### config.mk
export PLATFORM = sky130hd
export DESIGN_NAME = skrw_merge
export DESIGN_NICKNAME = d
export VERILOG_FILES = /design/src/rtl/skrw_pkg.sv /design/src/rtl/skrw_merge.sv
export SDC_FILE = /design/constraint.sdc
export NUM_CORES = 1
export LEC_CHECK = 0
export BUFFER_PORTS_ARGS = -buffer_cell sky130_fd_sc_hd__clkbuf_2
export CELL_PAD_IN_SITES_DETAIL_PLACEMENT = 1
export CELL_PAD_IN_SITES_GLOBAL_PLACEMENT = 1
export CORE_ASPECT_RATIO = 2
export CORE_MARGIN = 8
export CORE_UTILIZATION = 30
export CTS_CLUSTER_SIZE = 25
export DETAILED_ROUTE_END_ITERATION = 8
export GPL_TIMING_DRIVEN = 0
export PLACE_DENSITY_LB_ADDON = 0.1
export SYNTH_ARGS = -nofsm -noshare
export SYNTH_HDL_FRONTEND = slang
export SYNTH_SLANG_ARGS = --single-unit
### constraint.sdc
create_clock -name clock -period 6.7 [get_ports clock]
set_clock_uncertainty 0.2 [all_clocks]
set_input_delay 1.34 -clock clock [delete_from_list [all_inputs] [get_ports clock]]
set_output_delay 1.34 -clock clock [all_outputs]
set_load 0.02 [all_outputs]
### src/rtl/skrw_pkg.sv
// ----------------------------------------------------------------------------
// skrw_pkg: shared types and constants
// Widths, reset values, register indexes and the instant score table of the
// five-channel Kalman conditioner with reliability weighting.
// ----------------------------------------------------------------------------
package skrw_pkg;

   localparam int CHANNELS   = 5;
   localparam int RAW_W      = 24;
   localparam int RANGE_W    = 23;
   localparam int FRAC_W     = 16;
   localparam int EST_W      = 32;
   localparam int FC_W       = 6;
   localparam int TOTAL_W    = $clog2(CHANNELS * 32768 + 1);
   localparam int CSR_IDX_W  = 3;
   localparam int CSR_DATA_W = 23;

   localparam logic [FRAC_W-1:0] ONE_Q15     = 16'd32768;
   localparam logic [FRAC_W-1:0] GAIN_HIGH   = 16'd26214;
   localparam logic [FRAC_W-1:0] RECIP_FIVE  = 16'd52429;
   localparam logic [FC_W-1:0]   FAULT_LIMIT = 6'd5;
   localparam logic [FC_W-1:0]   FAULT_MAX   = 6'd63;

   localparam logic [CSR_IDX_W-1:0] CSR_RANGE_AIR_TEMP      = 3'd0;
   localparam logic [CSR_IDX_W-1:0] CSR_RANGE_AIR_HUMIDITY  = 3'd1;
   localparam logic [CSR_IDX_W-1:0] CSR_RANGE_SOIL_HUMIDITY = 3'd2;
   localparam logic [CSR_IDX_W-1:0] CSR_RANGE_LIGHT         = 3'd3;
   localparam logic [CSR_IDX_W-1:0] CSR_RANGE_LIQUID_LEVEL  = 3'd4;
   localparam logic [CSR_IDX_W-1:0] CSR_PROCESS_NOISE       = 3'd5;
   localparam logic [CSR_IDX_W-1:0] CSR_MEASURE_NOISE       = 3'd6;

   localparam logic [FRAC_W-1:0] Q_RESET = 16'd328;
   localparam logic [FRAC_W-1:0] R_RESET = 16'd3277;

   localparam logic signed [EST_W-1:0] EST_RESET [CHANNELS] =
      '{32'sd6400, 32'sd15360, 32'sd12800, 32'sd128000, 32'sd20480};
   localparam logic [FRAC_W-1:0] WEIGHT_RESET [CHANNELS] =
      '{16'd6554, 16'd6554, 16'd9830, 16'd4915, 16'd4915};
   localparam logic [RANGE_W-1:0] RANGE_RESET [CHANNELS] =
      '{23'd10240, 23'd25600, 23'd25600, 23'd2560000, 23'd25600};

   // bit0 fault, bit1 high gain, bit2 unhealthy
   function automatic logic [FRAC_W-1:0] instant_score(input logic [2:0] sel);
      logic [FRAC_W-1:0] s;
      case (sel)
         3'd0:    s = 16'd32768;
         3'd1:    s = 16'd3277;
         3'd2:    s = 16'd22938;
         3'd3:    s = 16'd2294;
         3'd4:    s = 16'd9830;
         3'd5:    s = 16'd983;
         3'd6:    s = 16'd6881;
         default: s = 16'd688;
      endcase
      return s;
   endfunction

   typedef struct packed {
      logic start;
      logic total_go;
      logic ack;
   } lane_ctl_type;

   typedef struct packed {
      logic rel_ready;
      logic done;
   } lane_sts_type;

endpackage

### src/rtl/skrw_merge.sv
// ----------------------------------------------------------------------------
// skrw_merge: lane merge and response register
// Sums the lane reliabilities, releases the weight divide, keeps the channel
// weights and holds the response until it is taken.
// ----------------------------------------------------------------------------
module skrw_merge (
   input  logic                                clock,
   input  logic                                reset,
   input  skrw_pkg::lane_sts_type              sts     [skrw_pkg::CHANNELS],
   input  logic [skrw_pkg::FRAC_W-1:0]         rel     [skrw_pkg::CHANNELS],
   input  logic [skrw_pkg::FRAC_W-1:0]         norm    [skrw_pkg::CHANNELS],
   input  logic [skrw_pkg::FRAC_W-1:0]         wq      [skrw_pkg::CHANNELS],
   input  logic [skrw_pkg::CHANNELS-1:0]       healthy,
   output logic [skrw_pkg::TOTAL_W-1:0]        total,
   output logic                                total_go,
   output logic                                ack,
   output logic                                rsp_valid,
   input  logic                                rsp_ready,
   output logic [skrw_pkg::FRAC_W-1:0]         out_norm   [skrw_pkg::CHANNELS],
   output logic [skrw_pkg::FRAC_W-1:0]         out_weight [skrw_pkg::CHANNELS],
   output logic [skrw_pkg::CHANNELS-1:0]       out_mask
);

   typedef enum logic [1:0] {M_SUM, M_GO, M_WAIT} mstate_type;

   mstate_type                     state_ff;
   logic [skrw_pkg::TOTAL_W-1:0]   total_ff;
   logic                           valid_ff;
   logic [skrw_pkg::FRAC_W-1:0]    norm_ff   [skrw_pkg::CHANNELS];
   logic [skrw_pkg::FRAC_W-1:0]    weight_ff [skrw_pkg::CHANNELS];
   logic [skrw_pkg::CHANNELS-1:0]  mask_ff;

   logic [skrw_pkg::TOTAL_W-1:0]   sum_c;
   logic                           all_rel;
   logic                           all_done;

   always_comb begin
      sum_c    = '0;
      all_rel  = 1'b1;
      all_done = 1'b1;
      for (int i = 0; i < skrw_pkg::CHANNELS; i++) begin
         sum_c    = sum_c + skrw_pkg::TOTAL_W'(rel[i]);
         all_rel  = all_rel & sts[i].rel_ready;
         all_done = all_done & sts[i].done;
      end
   end

   assign ack      = (state_ff == M_WAIT) && all_done && (!valid_ff || rsp_ready);
   assign total_go = (state_ff == M_GO);

   always_ff @(posedge clock) begin
      if (reset) begin
         state_ff <= M_SUM;
         valid_ff <= 1'b0;
         for (int i = 0; i < skrw_pkg::CHANNELS; i++) begin
            weight_ff[i] <= skrw_pkg::WEIGHT_RESET[i];
         end
      end else begin
         if (ack) begin
            valid_ff <= 1'b1;
         end else if (rsp_ready) begin
            valid_ff <= 1'b0;
         end
         unique case (state_ff)
            M_SUM: begin
               if (all_rel) begin
                  total_ff <= sum_c;
                  state_ff <= M_GO;
               end
            end
            M_GO: state_ff <= M_WAIT;
            M_WAIT: begin
               if (ack) begin
                  mask_ff  <= healthy;
                  for (int i = 0; i < skrw_pkg::CHANNELS; i++) begin
                     norm_ff[i] <= norm[i];
                     // zero total keeps the previous weights
                     if (total_ff != '0) weight_ff[i] <= wq[i];
                  end
                  state_ff <= M_SUM;
               end
            end
            default: state_ff <= M_SUM;
         endcase
      end
   end

   assign total      = total_ff;
   assign rsp_valid  = valid_ff;
   assign out_norm   = norm_ff;
   assign out_weight = weight_ff;
   assign out_mask   = mask_ff;

endmodule

==> results of run 1 <==
## flip-flops by register name, indices dropped and copies added (netlist names)
name / count
out_norm: 80
state_ff: 2
out_mask: 5
total: 18
rsp_valid: 1
out_weight: 80
## layout make-up
| type | count | area, um2 | area share |
|---|---|---|---|
| diodes | 6 | 15.01 | 0.001282 |
| well taps | 352 | 440.4 | 0.03762 |
| inverters | 138 | 518.0 | 0.04424 |
| flip-flops and latches | 186 | 4755 | 0.4061 |
| repair buffers | 447 | 2272 | 0.1941 |
| multi-input cells | 415 | 2989 | 0.2553 |
| clock buffers | 21 | 450.4 | 0.03847 |
| clock inverters | 11 | 110.1 | 0.009405 |
| plain buffers | 26 | 157.7 | 0.01347 |
## tightest hold or removal path: cells and delay by family, from the launching register on
family,cells,cell delay [ns]
flip-flops,1,0.31
AO/OA/AOI/OAI,1,0.05
AND/OR/NAND/NOR,1,0.05
## per-layer routing
metal | up-vias | GRT usage
met5 | - | 0
met3 | 55 | 0.07982
met2 | 309 | 0.3934
li1 | 3385 | -
met4 | 12 | 0.08680
met1 | 3513 | 0.1593
## logic make-up (layout without fill, tap and decap cells)
kind of cell	Yosys count	in the layout	share of synthesized area
buffers and inverters	164	643	0.08038
other	0	6	0
XOR/XNOR	14	14	0.01459
adder cells (fa/ha/maj)	66	66	0.1402
AND/OR/NAND/NOR	248	248	0.1369
AO/OA/AOI/OAI	86	86	0.06103
flip-flops	186	186	0.5656
multiplexers	1	1	0.001191
## stage by stage
stage	utilization	std cells	cell area, um2	power, mW
6_report	0.4250	1602	11710	3.041
5_1_grt	0.4248	1600	11700	3.219
4_1_cts	0.4245	1596	11690	3.089
3_5_place_dp	0.4041	1564	11130	2.098
3_3_place_gp	0.4016	1560	11060	2.082
2_1_floorplan	-	765	8406	1.823
## synthesized netlist by cell type (3+ instances only)
cell type	instances
o21ai_0	5
nor4_1	5
buf_6	5
nand3b_1	36
inv_1	138
nand2b_1	3
fa_1	47
clkbuf_1	9
dfxtp_1	83
a21o_1	5
xor2_1	8
nor2b_1	5
nor2_1	10
nand2_1	174
buf_2	9
a21oi_1	58
xnor2_1	6
buf_4	3
ha_1	19
edfxtp_1	103
a211oi_1	4
nand3_1	6
## power breakdown
group / internal (mW) / switching [mW] / leakage (nW)
Clock: 0.529 / 0.454 / 0.279
Combinational: 0.342 / 0.464 / 3.86
Sequential: 1.25 / 0.00204 / 1.60
## final timing paths
path	startpoint	endpoint	cells past startpoint
worst max-delay path	rel[1]	total[13]	13
worst min-delay path	out_weight[64]	out_weight[64]	2
worst max register to register	state_ff[0]	out_norm[5]	4
worst min register to register	out_weight[64]	out_weight[64]	2
==> results.md, run 1 <==
- Maximum vdd drop: 175.8 uV
- Die ar.: 33,960 um2
- DR top layer: met5
- CTS root buffer: clkbuf_16
- Max incr delay on CP: 0.52 ns
- Row count: 86
- Post-synth EDFFs: ~100
- Synth async-reset ratio: 0
- Leading cell type in the layout, fill and taps excluded: clkbuf_2
- Post-Route M1 WL: 10,030 um
- I/O pins: 444
- Gr ovfl total: 0
- PostCTS Resize Cnt: 0
- R2R setup slack: 4.09 ns
- Clock sink count: 186
- Vias: 7,274
- Post-route clock period utilization: 0.7489
- Register bit total from synthesis: 186
- Ys Warns: 0
- Fin crit period: 5.017 ns
- Largest net degree at the start of global routing: 35
- Setup TNS: 0 ns
- Crit path DAT: 5.00 ns
- Vias in the first global route: 7,949
- Startpoint types: input port
- Synth top area share: 0.3680
- Max Fclk: around 200 MHz
- Synth Cell Area: between 8000 and 9000 um2
- H-tree depth: 4
- HP Class: reg2reg
- Initial Utilization: 0.3051
- P&R area growth vs syn: 39.28%
- Reg clk slew, reported paths: around 0.070 ns
- Critical Path RT: 6.68 ns
- Ys flop type: edfxtp_1
- Worst hold slack: 0.2560 ns
- Routed length on met2: 19,220 um
- DRC: 0
- Share of cells above drive strength 1: 0.4003
- Worst Setup End Kind: flop
- Filler Cells Inserted: 3,299
- Worst-skew pair later-pin latency: 0.44 ns
- Crit Path Max Fanout: 5
- CTS Hold Bufs: 0
- Unrepaired setup endpoints after global routing: false
- CTS buffer count: 17
- Die Y: 252.7 um
- Die W: 134.4 um
- Core area: 27,550 um2
- TritonRoute pass-1 iters: 4
- Outcome: completed
- Cell taking the most area after synthesis: edfxtp_1
- Final wirelength: 33,520 um
- Avg WL per Cell: ~21 um
- Synth top area cells: edfxtp_1, dfxtp_1, fa_1
- Leakage power total: 5.736 nW
- Nets: 1,555
- Post-Syn Nets: 1,089
- Slew @ Worst Pin: 0.6931 ns
- GR Util All Layers: 0.1971
- Cells after Synth: 765
- Synth Area per Inst: 10.99 um2
- Rel. slew slack: 0.5379
- Post-synth cell types: 40
- DR iter-0 viols: 241
- Pre-CTS WS: 1.199 ns
- Slowest CP cell: fa_1
- Final Setup Violations: 0
- Max-slew violation count: 0
- Worst path bufs/invs: 3
- Global-route wire length before repair: 48,820 um
- PortBufs: 443
- Via/cell ratio: 4.541
- Initial antenna violation count: 12
- Clock Path Buffers: 2
- Final WS setup: 1.683 ns
- Crit-path most repeated cell: fa_1
- CTS tree: yes
- Worst path top cell family by delay: adder cells
- Final-report hold violation count: 0
- Register area share after synthesis: 0.5656
- Critical path type: in2reg
- PD cells: roughly 260 nW/um2
- Cell Chain, Critical Path: clkbuf_2, inv_1, fa_1, fa_1, inv_1, fa_1, ha_1, fa_1, a21o_1, a221oi_1, or3_1, a22oi_1, xor2_1
- Most frequent cells in the layout: clkbuf_2, nand2_1, inv_1, edfxtp_1, dfxtp_1
- Post-CTS setup buffer count: 0
- Dpl hpwl: between 20,000 and 30,000 um
- WL met3: slightly above 3000 um
- Post-route ant nets: 0
- GP Congestion: between 0.7 and 0.8
- Max Cap Viol: 0
Note: power is estimated with default switching activity, not from simulation.
==> run 2, diff against run 1 <==
==> constraint.sdc (replaced) <==
create_clock -name clock -period 4.7 [get_ports clock]
set_clock_uncertainty 0.2 [all_clocks]
set_input_delay 0.94 -clock clock [delete_from_list [all_inputs] [get_ports clock]]
set_output_delay 0.94 -clock clock [all_outputs]
set_load 0.02 [all_outputs]
==> results.md, run 2 (same netlist as run 1, synthesis figures left out) <==
- Worst r2r path cells: 5
- Clock sink count: 186
- PD cells: 374.1 nW/um2
- Max Cap Viol: 0
- Gr ovfl total: 0
- Core area: 27,550 um2
- DR iter-0 viols: ~150
- Setup crit start: rel[8]
- Crit Path Max Fanout: 6
- Slowest CP cell: fa_1
- Global-route wire length before repair: 47,540 um
- Nets: 1,555
- CTS buffer count: 17
- Via/cell ratio: 4.462
- Reg clk slew, reported paths: about 0.070 ns
- Register area: 4755 um2
- I/O pins: 444
- Pre-CTS WS: -0.3871 ns
- Maximum vdd drop: 234.7 uV
- Max-slew violation count: 0
- R2R setup slack: between 1.5 and 2 ns
- Terminus of the critical flop-to-flop path: out_norm[33]
- Leading cell type in the layout, fill and taps excluded: clkbuf_2
- Die ar.: 33,960 um2
- Fin crit period: 4.502 ns
- CTS tree: yes
- Slew @ Worst Pin: 0.6927 ns
- Die W: 134.4 um
- Worst path top cell family by delay: adder cells
- Final Setup Violations: 0
- Pwr Total: 4.394 mW
- Rel. slew slack: 0.5372
- Initial Utilization: 0.3051
- Critical path destination: total[16]
- Max Fclk: 222.1 MHz
- DRC: 0
- Worst path bufs/invs: 5
- P&R area growth vs syn: 39.74%
- Share of cells above drive strength 1: 0.4011
- GP Congestion: 0.7985
- Final WS setup: 0.1981 ns
- Cell Chain, Critical Path: clkbuf_2, inv_1, fa_1, inv_1, fa_1, inv_1, fa_1, inv_1, ha_1, a21oi_1, o211ai_1, a21oi_1, a32oi_1, xnor2_1
- Vias: 7,139
- Vias in the first global route: roughly 7,800
- H-tree depth: 4
- GR Util All Layers: 0.1913
- Post-route ant nets: 0
- Unrepaired setup endpoints after global routing: false
- PortBufs: about 440
- Post-route clock period utilization: 0.9578
- Initial antenna violation count: 4
- Worst-skew pair later-pin latency: 0.44 ns
- Stages on worst setup path: 14
- Critical path type: in2reg
- Clock Path Buffers: 2
- Startpoint types: input port
- Max incr delay on CP: ~0.53 ns
- Crit-path most repeated cell: inv_1
- Most frequent cells in the layout: clkbuf_2, nand2_1, inv_1, edfxtp_1, dfxtp_1
- Largest net degree at the start of global routing: 37
- Filler Cells Inserted: 3,287
- Final wirelength: 32,650 um
- Crit path DAT: 4.49 ns
- CTS root buffer: clkbuf_16
- TritonRoute pass-1 iters: 4
- Die Y: 252.7 um
- Critical Path RT: 4.69 ns
- HP Class: reg2reg
- Dpl hpwl: 28,460 um
- Final-report hold violation count: 0
- Outcome: completed
- Worst Setup End Kind: flop
- Avg WL per Cell: between 20 and 25 um
- Area of the multi-input gates: 2995 um2
- R2R Path Start: state_ff[0]
- Leakage power total: 5.747 nW
- Row count: 86
[run 2: cell types whose count changed in the layout (fill, tap and decap cells not counted), sizes merged]
cell	change
clkbuf	-2
clkinv	+1
bufinv	+1
clkinvlp	+1
inv	-1
diode	-2
[run 2: worst min path at each step]
stage / to / cells past startpoint / slack, ns / from
after CTS: out_weight[36] / 2 / 0.26 / out_weight[36]
after detailed placement: out_weight[69] / 2 / 0.25 / out_weight[69]
final: out_weight[36] / 2 / 0.25 / out_weight[36]
after floorplan: state_ff[0] / 1 / 0.23 / state_ff[0]
after global routing: out_weight[13] / 2 / 0.27 / out_weight[13]
after global placement: out_weight[77] / 2 / 0.24 / out_weight[77]
[run 2: worst register-to-register path: stages (launching register included)]
cell and delay [ns]:
dfxtp_1 0.34, nand2b_1 0.26, nor4b_4 0.56, nor2b_4 0.69
buf_12 0.29, buf_12 0.25
[run 2: area by class of cell]
cell class	instances	area share
multi-input combinational	415	0.2550
tap	352	0.03749
sequential	186	0.4048
inverter	138	0.04410
clock inverter	13	0.01406
clock buffer	19	0.03686
timing repair buffer	447	0.1934
antenna	4	0.0008521
buffer	26	0.01342
[run 2: layer usage]
layer / part of all wire / global-route usage / vias up
met5: 0 / 0 / -
met4: 0.030 / 0.08358 / 0
met3: 0.090 / 0.07385 / 41
met2: 0.58 / 0.3790 / 314
met1: 0.30 / 0.1595 / 3397
li1: - / - / 3387
[run 2: timing repair]
| action | 4_1_cts | 5_1_grt |
|---|---|---|
| buffers inserted | 0 | 0 |
| resized for setup | 0 | 1 |
| endpoints found under the setup margin | 0 | 4 |
| hold buffers | 0 | 0 |
[run 2: metrics by stage]
step | util | instance area [um2] | hold slack (ns) | TNS (ns) | std cells
finish | 0.4264 | 11750 | 0.2547 | 0 | 1600
global route | 0.4264 | 11750 | 0.2698 | 0 | 1600
CTS | 0.4258 | 11730 | 0.2574 | 0 | 1596
detailed placement | 0.4041 | 11130 | 0.2459 | -2.153 | 1564
global placement | 0.4017 | 11070 | 0.2415 | -81.53 | 1560
floorplan | - | 8408 | 0.2261 | 0 | 765
[run 2: where the power goes]
part / leakage, nW / internal (mW) / switching, mW
combinational: 3.86 / 0.491 / 0.653
sequential: 1.60 / 1.78 / 0.00295
clock: 0.288 / 0.802 / 0.663
